File: src/fingerprint_subset_screen_macros.svh
// Assertion macros shared by the screen's modules.
// Each macro samples on clk; the reset-gated form is quiet while rst_n is low.
`ifndef FINGERPRINT_SUBSET_SCREEN_MACROS_SVH
`define FINGERPRINT_SUBSET_SCREEN_MACROS_SVH

// Property checked outside reset.
`define FSS_ASSERT(label, prop, msg) \
  label: assert property (@(posedge clk) disable iff (!rst_n) prop) else $error(msg);

// Property checked at every edge, reset included.
`define FSS_ASSERT_ALWAYS(label, prop, msg) \
  label: assert property (@(posedge clk) prop) else $error(msg);

`endif

File: src/fss_pkg.sv
package fss_pkg;

  // Field widths of the items and the register.
  localparam int MAX_WORDS = 16;
  localparam int POS_W     = 4;
  localparam int WORD_W    = 64;
  localparam int ID_W      = 31;
  localparam int CNT_W     = 5;

  localparam logic [CNT_W-1:0] WORD_COUNT_RST = CNT_W'(16);

  // Item action codes.
  typedef enum logic {
    ACT_LOAD = 1'b0,
    ACT_TEST = 1'b1
  } action_t;

  // One input item.
  typedef struct packed {
    action_t            action;
    logic [POS_W-1:0]   word_position;
    logic [WORD_W-1:0]  word_bits;
    logic [ID_W-1:0]    target_id;
  } item_t;

  // Input register contents handed to the screen stage.
  typedef struct packed {
    logic  valid;
    item_t item;
  } stage_t;

  // Write request into the query store.
  typedef struct packed {
    logic              we;
    logic [POS_W-1:0]  addr;
    logic [WORD_W-1:0] data;
  } qwrite_t;

  // Word count as used: zero acts as one, anything above the store acts as full.
  function automatic logic [CNT_W-1:0] eff_count(input logic [CNT_W-1:0] cnt);
    logic [CNT_W-1:0] res;
    if (cnt == '0) begin
      res = CNT_W'(1);
    end else if (cnt > CNT_W'(MAX_WORDS)) begin
      res = CNT_W'(MAX_WORDS);
    end else begin
      res = cnt;
    end
    return res;
  endfunction

endpackage

File: src/fss_item_if.sv
interface fss_item_if;
  import fss_pkg::*;

  logic                     valid;
  logic                     ready;
  action_t                  action;
  logic [POS_W-1:0]         word_position;
  logic [WORD_W-1:0]        word_bits;
  logic [ID_W-1:0]          target_id;

  modport source (output valid, action, word_position, word_bits, target_id, input ready);
  modport sink   (input valid, action, word_position, word_bits, target_id, output ready);
endinterface

File: src/fss_hit_if.sv
interface fss_hit_if;
  import fss_pkg::*;

  logic             valid;
  logic             ready;
  logic [ID_W-1:0]  hit_index;

  modport source (output valid, hit_index, input ready);
  modport sink   (input valid, hit_index, output ready);
endinterface

File: src/fss_in_stage.sv
module fss_in_stage (
  input  logic            clk,
  input  logic            rst_n,
  fss_item_if.sink        in_ch,
  input  logic            take,
  output fss_pkg::stage_t st
);
  import fss_pkg::*;

  logic  valid_r;
  logic  valid_nxt;
  item_t item_r;
  logic  accept;

  // The register frees up when its item moves on in the same cycle.
  assign in_ch.ready = !valid_r || take;
  assign accept      = in_ch.valid && in_ch.ready;

  always_comb begin
    valid_nxt = valid_r;
    if (accept) begin
      valid_nxt = 1'b1;
    end else if (take) begin
      valid_nxt = 1'b0;
    end
  end

  always_ff @(posedge clk) begin
    if (!rst_n) begin
      valid_r <= 1'b0;
    end else begin
      valid_r <= valid_nxt;
    end
  end

  // Payload capture needs no reset.
  always_ff @(posedge clk) begin
    if (accept) begin
      item_r.action        <= in_ch.action;
      item_r.word_position <= in_ch.word_position;
      item_r.word_bits     <= in_ch.word_bits;
      item_r.target_id     <= in_ch.target_id;
    end
  end

  assign st.valid = valid_r;
  assign st.item  = item_r;
endmodule

File: src/fss_query_store.sv
module fss_query_store (
  input  logic                       clk,
  input  fss_pkg::qwrite_t           wr,
  input  logic [fss_pkg::POS_W-1:0]  raddr,
  output logic [fss_pkg::WORD_W-1:0] rdata
);
  import fss_pkg::*;

  // Query words; entries hold nothing meaningful until loaded.
  logic [WORD_W-1:0] words_r [MAX_WORDS];

  always_ff @(posedge clk) begin
    if (wr.we) begin
      words_r[wr.addr] <= wr.data;
    end
  end

  assign rdata = words_r[raddr];
endmodule

File: src/fss_match.sv
`include "fingerprint_subset_screen_macros.svh"

module fss_match (
  input  logic                       clk,
  input  logic                       rst_n,
  input  fss_pkg::stage_t            st,
  input  logic [fss_pkg::WORD_W-1:0] qword,
  input  logic                       cfg_we,
  input  logic [fss_pkg::CNT_W-1:0]  cfg_wdata,
  output logic                       take,
  output fss_pkg::qwrite_t           qwr,
  fss_hit_if.source                  out_ch
);
  import fss_pkg::*;

  logic [CNT_W-1:0] word_count_r;
  logic [CNT_W-1:0] count;
  logic [CNT_W-1:0] pos_ext;
  logic             is_test;
  logic             in_range;
  logic             last_word;
  logic             word_ok;
  logic             flag_run;
  logic             flag_r;
  logic             flag_nxt;
  logic             out_valid_r;
  logic             out_valid_nxt;
  logic [ID_W-1:0]  hit_r;
  logic [ID_W-1:0]  hit_nxt;

  // Word count register.
  always_ff @(posedge clk) begin
    if (!rst_n) begin
      word_count_r <= WORD_COUNT_RST;
    end else if (cfg_we) begin
      word_count_r <= cfg_wdata;
    end
  end

  // The item moves on whenever the result register is empty or being drained.
  assign take = st.valid && (!out_valid_r || out_ch.ready);

  // Decode of the current item against the word count.
  assign count     = eff_count(word_count_r);
  assign pos_ext   = {1'b0, st.item.word_position};
  assign is_test   = (st.item.action == ACT_TEST);
  assign in_range  = (pos_ext < count);
  assign last_word = (pos_ext == (count - CNT_W'(1)));

  // Containment test: every query bit must be set in the target word.
  assign word_ok  = ((qword & st.item.word_bits) == qword);
  assign flag_run = (st.item.word_position == '0) ? word_ok : (flag_r && word_ok);

  // Query loads write the store as the item moves on.
  assign qwr.we   = take && !is_test && (pos_ext < CNT_W'(MAX_WORDS));
  assign qwr.addr = st.item.word_position;
  assign qwr.data = st.item.word_bits;

  // Running flag and result register.
  always_comb begin
    flag_nxt      = flag_r;
    out_valid_nxt = out_valid_r && !out_ch.ready;
    hit_nxt       = hit_r;
    if (take && is_test && in_range) begin
      flag_nxt = last_word ? 1'b1 : flag_run;
      if (last_word && flag_run) begin
        out_valid_nxt = 1'b1;
        hit_nxt       = st.item.target_id;
      end
    end
  end

  always_ff @(posedge clk) begin
    if (!rst_n) begin
      flag_r      <= 1'b1;
      out_valid_r <= 1'b0;
    end else begin
      flag_r      <= flag_nxt;
      out_valid_r <= out_valid_nxt;
    end
  end

  always_ff @(posedge clk) begin
    hit_r <= hit_nxt;
  end

  assign out_ch.valid     = out_valid_r;
  assign out_ch.hit_index = hit_r;

  // The flag is back to one once a target's last word has gone by.
  `FSS_ASSERT(a_flag_rearm, (take && is_test && in_range && last_word) |=> flag_r, "flag not rearmed after last word")
  // Query loads leave the running flag alone.
  `FSS_ASSERT(a_load_keeps_flag, (take && !is_test) |=> $stable(flag_r), "load changed the running flag")
  // Only a target's last word can leave a result behind it.
  `FSS_ASSERT(a_hit_source, (take && !(is_test && in_range && last_word)) |=> !out_valid_r, "result without a last target word")
endmodule

File: src/fingerprint_subset_screen.sv
// Fingerprint containment screen.
// in_ch carries items: a load item (action 0) writes word_bits into the query
// word at word_position; a test item (action 1) checks one target word against
// the query word at the same position. A target whose words all contain every
// query bit yields one item on out_ch carrying the target_id of its last word.
// Which position is last follows cfg_wdata, written with cfg_we while idle
// (zero acts as one word, above sixteen as sixteen); test words beyond it are
// dropped. Load the query before streaming targets.
// Path: a target's last word is accepted into the input register, where the
// AND-compare runs, and the result register loads as the word moves on out
// of it; out_ch shows the result from the result register. Throughput is one
// item per cycle while out_ch is not stalled, set by the single compare per
// word; an empty input register still accepts one item while a result waits.
// Reset empties the pipeline, sets the running flag and sets the word count to
// 16; query words are undefined until loaded. If out_ch stalls, the result
// holds, the item behind it waits in the input register and in_ch.ready drops.
module fingerprint_subset_screen (
  input  logic                      clk,
  input  logic                      rst_n,
  fss_item_if.sink                  in_ch,
  fss_hit_if.source                 out_ch,
  input  logic                      cfg_we,
  input  logic [fss_pkg::CNT_W-1:0] cfg_wdata
);
  import fss_pkg::*;

  stage_t            st;
  logic              take;
  qwrite_t           qwr;
  logic [WORD_W-1:0] qword;

  fss_in_stage u_in_stage (
    .clk   (clk),
    .rst_n (rst_n),
    .in_ch (in_ch),
    .take  (take),
    .st    (st)
  );

  fss_query_store u_query_store (
    .clk   (clk),
    .wr    (qwr),
    .raddr (st.item.word_position),
    .rdata (qword)
  );

  fss_match u_match (
    .clk       (clk),
    .rst_n     (rst_n),
    .st        (st),
    .qword     (qword),
    .cfg_we    (cfg_we),
    .cfg_wdata (cfg_wdata),
    .take      (take),
    .qwr       (qwr),
    .out_ch    (out_ch)
  );
endmodule
File: src/flat_wrapper.sv
// flat-port wrapper written by rule: the top's interface ports become plain ports
module fingerprint_subset_screen_flat import fss_pkg::*;
  (clk, rst_n, cfg_we, cfg_wdata, in_ch_valid, in_ch_action, in_ch_word_position, in_ch_word_bits, in_ch_target_id, in_ch_ready, out_ch_valid, out_ch_hit_index, out_ch_ready);
  fss_item_if in_ch_i ();
  fss_hit_if out_ch_i ();
  input  logic clk;
  input  logic rst_n;
  input  logic cfg_we;
  input  logic [fss_pkg::CNT_W-1:0] cfg_wdata;
  input wire logic [$bits(in_ch_i.valid)-1:0] in_ch_valid;
  input wire logic [$bits(in_ch_i.action)-1:0] in_ch_action;
  input wire logic [$bits(in_ch_i.word_position)-1:0] in_ch_word_position;
  input wire logic [$bits(in_ch_i.word_bits)-1:0] in_ch_word_bits;
  input wire logic [$bits(in_ch_i.target_id)-1:0] in_ch_target_id;
  output wire logic [$bits(in_ch_i.ready)-1:0] in_ch_ready;
  output wire logic [$bits(out_ch_i.valid)-1:0] out_ch_valid;
  output wire logic [$bits(out_ch_i.hit_index)-1:0] out_ch_hit_index;
  input wire logic [$bits(out_ch_i.ready)-1:0] out_ch_ready;
  assign in_ch_i.valid = in_ch_valid;
  assign in_ch_i.action = in_ch_action;
  assign in_ch_i.word_position = in_ch_word_position;
  assign in_ch_i.word_bits = in_ch_word_bits;
  assign in_ch_i.target_id = in_ch_target_id;
  assign in_ch_ready = in_ch_i.ready;
  assign out_ch_valid = out_ch_i.valid;
  assign out_ch_hit_index = out_ch_i.hit_index;
  assign out_ch_i.ready = out_ch_ready;
  fingerprint_subset_screen u_core (.clk(clk), .rst_n(rst_n), .in_ch(in_ch_i), .out_ch(out_ch_i), .cfg_we(cfg_we), .cfg_wdata(cfg_wdata));
endmodule
File: config.mk
export PLATFORM = sky130hd
export DESIGN_NAME = fingerprint_subset_screen_flat
export DESIGN_NICKNAME = d
export VERILOG_FILES = /design/src/fss_pkg.sv /design/src/fss_item_if.sv /design/src/fss_hit_if.sv /design/src/fss_in_stage.sv /design/src/fss_query_store.sv /design/src/fss_match.sv /design/src/fingerprint_subset_screen.sv /design/src/flat_wrapper.sv
export VERILOG_INCLUDE_DIRS = /design/src /design/src/src
export SDC_FILE = /design/constraint.sdc
export NUM_CORES = 1
export LEC_CHECK = 0
export BUFFER_PORTS_ARGS = -buffer_cell sky130_fd_sc_hd__buf_2
export CELL_PAD_IN_SITES_DETAIL_PLACEMENT = 0
export CELL_PAD_IN_SITES_GLOBAL_PLACEMENT = 1
export CORE_MARGIN = 5
export CORE_UTILIZATION = 52
export CTS_BUF_LIST = sky130_fd_sc_hd__clkbuf_2 sky130_fd_sc_hd__clkbuf_4 sky130_fd_sc_hd__clkbuf_8
export DETAILED_ROUTE_END_ITERATION = 8
export PLACE_DENSITY = 0.78
export REMOVE_ABC_BUFFERS = 1
export SLEW_MARGIN = 20
export SYNTH_ARGS = -nofsm -noshare
export SYNTH_HDL_FRONTEND = slang
export SYNTH_HIERARCHICAL = 1
export SYNTH_SLANG_ARGS = --single-unit
File: constraint.sdc
create_clock -name clk -period 7.6 [get_ports clk]
set_input_delay 2.28 -clock clk [delete_from_list [all_inputs] [get_ports clk]]
set_output_delay 2.28 -clock clk [all_outputs]
set_load 0.1 [all_outputs]
# Word-level counts from Yosys, hierarchy flattened
# Memory sizes are Yosys's and may differ from the RTL's. A register that Yosys moved wholly into a read port is not among the register bits.
# Cells that the tools add are included.
word_totals:
  reg_bits: 139
  latchBits: 0
  ram_bits: 1024
  romBits: 0
  input_bits: 110
  out_inout_bits: 33
  word_cells: 47
  memories: 1
memory_table:
  columns: ["memory", "depth", "word_bits", "read_ports", "rd_clocked_by_memory_dff", "write_ports", "line_no", "text"]
  rows:
  - ["u_core.u_query_store.words_r", 16, 64, 1, 1, 1, "fss_query_store.sv:10", "logic [WORD_W-1:0] words_r [MAX_WORDS];"]
classes:
  addsub: 1
  mul: 0
  div: 0
  magnitude_cmp: 3
  n_eq_ne: 2
  shifts: 0
  muxes: 11
  bitwise: 1
  reduce_logical: 19
op_table:
  columns: ["op", "count"]
  rows:
  - ["$and A64 B64 Y64", 1]
  - ["$eq A64 B64 Y1", 1]
  - ["$mux W5", 2]
  - ["$logic_and A1 B1 Y1", 9]
  - ["$mux W1", 8]
  - ["$eq A4 B5 Y1", 1]
  - ["$gt A5 B5 Y1 const B", 1]
  - ["$logic_not A5 Y1", 1]
  - ["$lt A4 B5 Y1", 1]
  - ["$lt A4 B5 Y1 const B", 1]
  - ["$sub A5 B1 Y5 const B", 1]
  - ["$logic_not A1 Y1", 4]
  - ["$logic_not A4 Y1", 1]
  - ["$mux W4", 1]
  - ["$logic_or A1 B1 Y1", 2]
  - ["$reduce_and A2 Y1", 1]
  - ["$reduce_bool A2 Y1", 1]

# Longest topological paths before layout
logic_depth:
  word_depth: 8
  depth_mapped: 12
  mapped_depth_nobuf: 10

# Cells and area by module
# Netlist, hierarchy kept.
modules_own_cells:
  columns: ["module", "instances", "cells_each", "area_per_inst_um2", "seq_area_each_um2"]
  rows:
  - ["fss_query_store", 1, 1583, 38300.5, 30749.5]
  - ["fss_in_stage", 1, 106, 3067.9, 3022.9]
  - ["fss_match", 1, 253, 2473.6, 1071.0]

# Worst setup path before layout
# No wires, ideal clock.
synth_path:
  kind: "input port to flip-flop"
  from: "input port out_ch_ready"
  to: "memory u_core.u_query_store.words_r[0][0], enable pin"
  setup_time_ns: 0.565
  arrival_ns: 7.615
  required_time_ns: 7.035
  slack_ns: -0.580
  path_stages: 5
  n_path_buf: 0
  cell_sequence: "nand2b_1 > and2_1 > nor2b_1 > or3b_2 > nor3_1"
synth_lines:
  columns: ["element", "line_no", "text"]
  rows:
  - ["start: declaration", "flat_wrapper.sv:18", "input wire logic [$bits(out_ch_i.ready)-1:0] out_ch_ready;"]
  - ["end: declaration", "fss_query_store.sv:10", null]

# Worst setup path in the final report
layout_path:
  from: "input port out_ch_ready"
  to: "output port in_ch_ready"
layout_between:
  elab_chain_len: 3
layout_lines:
  columns: ["element", "line_no", "text"]
  rows:
  - ["$logic_or A1 B1 Y1", "fss_match.sv:41", "assign take = st.valid && (!out_valid_r || out_ch.ready);"]
  - ["$logic_and A1 B1 Y1", "fss_match.sv:41", null]
  - ["named net u_core.take", "fingerprint_subset_screen.sv:28", "logic take;"]
  - ["$logic_or A1 B1 Y1", "fss_in_stage.sv:16", "assign in_ch.ready = !valid_r || take;"]
  - ["end: declaration", "flat_wrapper.sv:15", "output wire logic [$bits(in_ch_i.ready)-1:0] in_ch_ready;"]
# The timed path passes the listed nets, and every way through them passes these cells.

==> summary.txt <==
status - finished clean
Hold Startpoint - u_core/u_in_stage/st[14]
Die ar. - 0.09022 mm²
Distinct cells, synth - 43
ys flop type - edfxtp_1
Net count, final - 2,276
vias in the first global route - 21,715
dominant cells by area after synthesis - edfxtp_1 (79%), mux4_2 (13%), a22oi_1 (2.2%)
post-synth design cell area - 0.04384 mm²
clock tree buffer depth - 3
element type at the critical path end - output port
CORE AREA - 0.08369 mm²
Syn Inst Count - 1,942
initial antenna violation count - 0
# rows - 106
Final Cycle Share - 0.7207
H-Tree Depth - 4
Required @ worst endpoint - 5.32 ns
drt pass-1 iters - 5
Slew headroom - 0.2392
GPL Wtd Cong - 0.7535
Routed Antenna Nets - 0
Total GRT Usage - 0.1954
Placed Instances - 3,114
initial drt markers - 1,928
Max Fclk - 0.1826 GHz
commonest non-fill, non-tap cells in the layout - edfxtp_1 (1,155), mux4_2 (256), clkbuf_8 (184)
vias per cell - 5.819
first-pass GRT wire length - 132,400 µm
hold buffer count at CTS - 0
DRC viols - 0
final worst path period need - 5.477 ns
worst flop-to-flop path endpoint - u_core/u_match/out_ch.hit_index[13]
Tot Pwr - 12.79 mW
commonest non-fill, non-tap cell in the layout - edfxtp_1
Post-synth ARST share - 0
Synth area leader - edfxtp_1
ant diodes - 0
clock slew seen by the registers of the worst setup and hold paths - 0.06 ns
Final Util - 0.5871
final setup vio count - 0
R2R cell count - 12
post-synthesis sequential area ratio - 0.7947
final WL - 87,510 µm
Worst Hold Class - reg2reg
RSZ-0062 raised after global routing - no
largest net degree at the start of global routing - 88
Filler cells - 5,858
clock latency on the worst-skew pair - 0.82 ns
CTS tree - done
MaxCap Viol Count - 0
Sum Neg Setup Slack - 0 ns
Syn. warnings - 6
Arrival @ worst endpoint - 3.20 ns
drt wl/cell - 25.50 µm
WHS Path Cells - 0
post_cts resized - 0
VDD IR-drop max - 0.0001539 V
DR vias - 19,970
Pwr Density - 260.4 mW/mm²
Finished Layout Cells - 3,432
TritonCTS buffer count - 179
Hold Path End - u_core/u_match/out_ch.hit_index[14]
P_leak - 15.87 nW
clock skew - 0.04693 ns
number of enable flip-flop cells after synthesis - 1,155
Buffers on Ports - 142
Max FO, Critical Path - 3
# IOs - 143
Root Driver - clkbuf_8
Initial Utilization - 0.5239
post-CTS setup buffer count - 0
Worst-Margin Slew - 1.139 ns
top cell type's share of synthesized area - 0.7911
layout cells sized above 1 - 0.3242
area of the multi-input gates - 0.007991 mm²
chip height - 300.4 µm
area occupied by registers - 0.03484 mm²
kind of critical path - in2out
CP startpoint kind - input port
Post-Syn Area per Cell - 22.58 µm²
die width - 300.4 µm
final hold violation count - 0
FF+latch count, synth - 1,163
hpwl dp - 46,990 µm
flop2flop setup slack - 2.49 ns
reg2reg start - u_core/u_in_stage/st[95]
Area Growth Syn to Fin - 12.06%
grt total ovfl - 0
Slew Limit Fails - 0
clock sinks - 1,163
-- metal layers --
metal	GRT usage	up-vias	share of wire
li1	-	8531	-
met1	0.2626	10581	0.40
met2	0.3311	713	0.52
met3	0.03719	145	0.059
met4	0.05807	0	0.020
met5	0	-	0
-- power breakdown --
| group | switching (mW) | internal, mW |
|---|---|---|
| Sequential | 0.110 | 7.14 |
| Clock | 2.31 | 2.72 |
| Combinational | 0.276 | 0.231 |
-- per-stage QoR --
step / instance area [µm²] / hold WS, ns / setup WS (ns)
after detailed placement: 45660 / 0.4054 / 2.104
after floorplan: 42870 / 0.4003 / -13.84
final: 49130 / 0.4134 / 2.123
after CTS: 49130 / 0.4154 / 2.103
after global placement: 45640 / 0.4008 / 2.091
after global routing: 49130 / 0.4256 / 2.059
-- worst max-delay path by stage --
stage | startpoint | end | slack (ns) | cells after the start
detailed placement | out_ch_ready | in_ch_ready | 2.10 | 5
floorplan | u_core/u_in_stage/st[95] | u_core/u_query_store/words_r[0][0] | -13.84 | 1
finish | out_ch_ready | in_ch_ready | 2.12 | 5
CTS | out_ch_ready | in_ch_ready | 2.10 | 5
global route | u_core/u_in_stage/st[95] | u_core/u_match/out_ch.hit_index[13] | 2.06 | 12
global placement | out_ch_ready | in_ch_ready | 2.09 | 5
-- cell type report --
type | instances | share of cell area
Clock buffer | 239 | 0.05995
Clock inverter | 79 | 0.01070
Sequential cell | 1163 | 0.7092
Timing Repair Buffer | 192 | 0.02516
Tap cell | 1134 | 0.02888
Inverter | 45 | 0.003438
Multi-Input combinational cell | 580 | 0.1627
-- sequential cells by signal, indices dropped and copies added, names as in the netlist --
| register | flops |
|---|---|
| u_core/u_match/flag_r | 1 |
| u_core/u_in_stage/valid_r | 1 |
| u_core/u_in_stage/st | 100 |
| u_core/u_match/out_ch.valid | 1 |
| u_core/u_match/word_count_r | 5 |
| u_core/u_match/out_ch.hit_index | 31 |
| u_core/u_query_store/words_r | 1024 |
-- Yosys cell counts (all sizes together) (5+ instances only) --
cell and number:
edfxtp 1155, nand2 70, clkbuf 37, dfxtp 8, a22oi 128, o2111ai 9
o22ai 12, inv 45, nor3 8, nor2b 8, nor2 19, mux4 256
nand2b 28, ha 5, buf 117
-- worst max-delay path, stage by stage --
cell      delay [ns]
buf_2           0.07
nand2b_1        0.10
and2_1          0.17
nand2b_4        0.15
buf_2           0.42
-- kinds of logic after synthesis --
| family | after synthesis | synth area share |
|---|---|---|
| AO/OA/AOI/OAI | 161 | 0.02785 |
| flip-flops | 1163 | 0.7947 |
| XOR/XNOR | 3 | 0.0005994 |
| adder cells (fa/ha/maj) | 5 | 0.001427 |
| buffers and inverters | 199 | 0.02606 |
| multiplexers | 260 | 0.1324 |
| AND/OR/NAND/NOR | 151 | 0.01690 |
(Power assumes the default switching activity.)
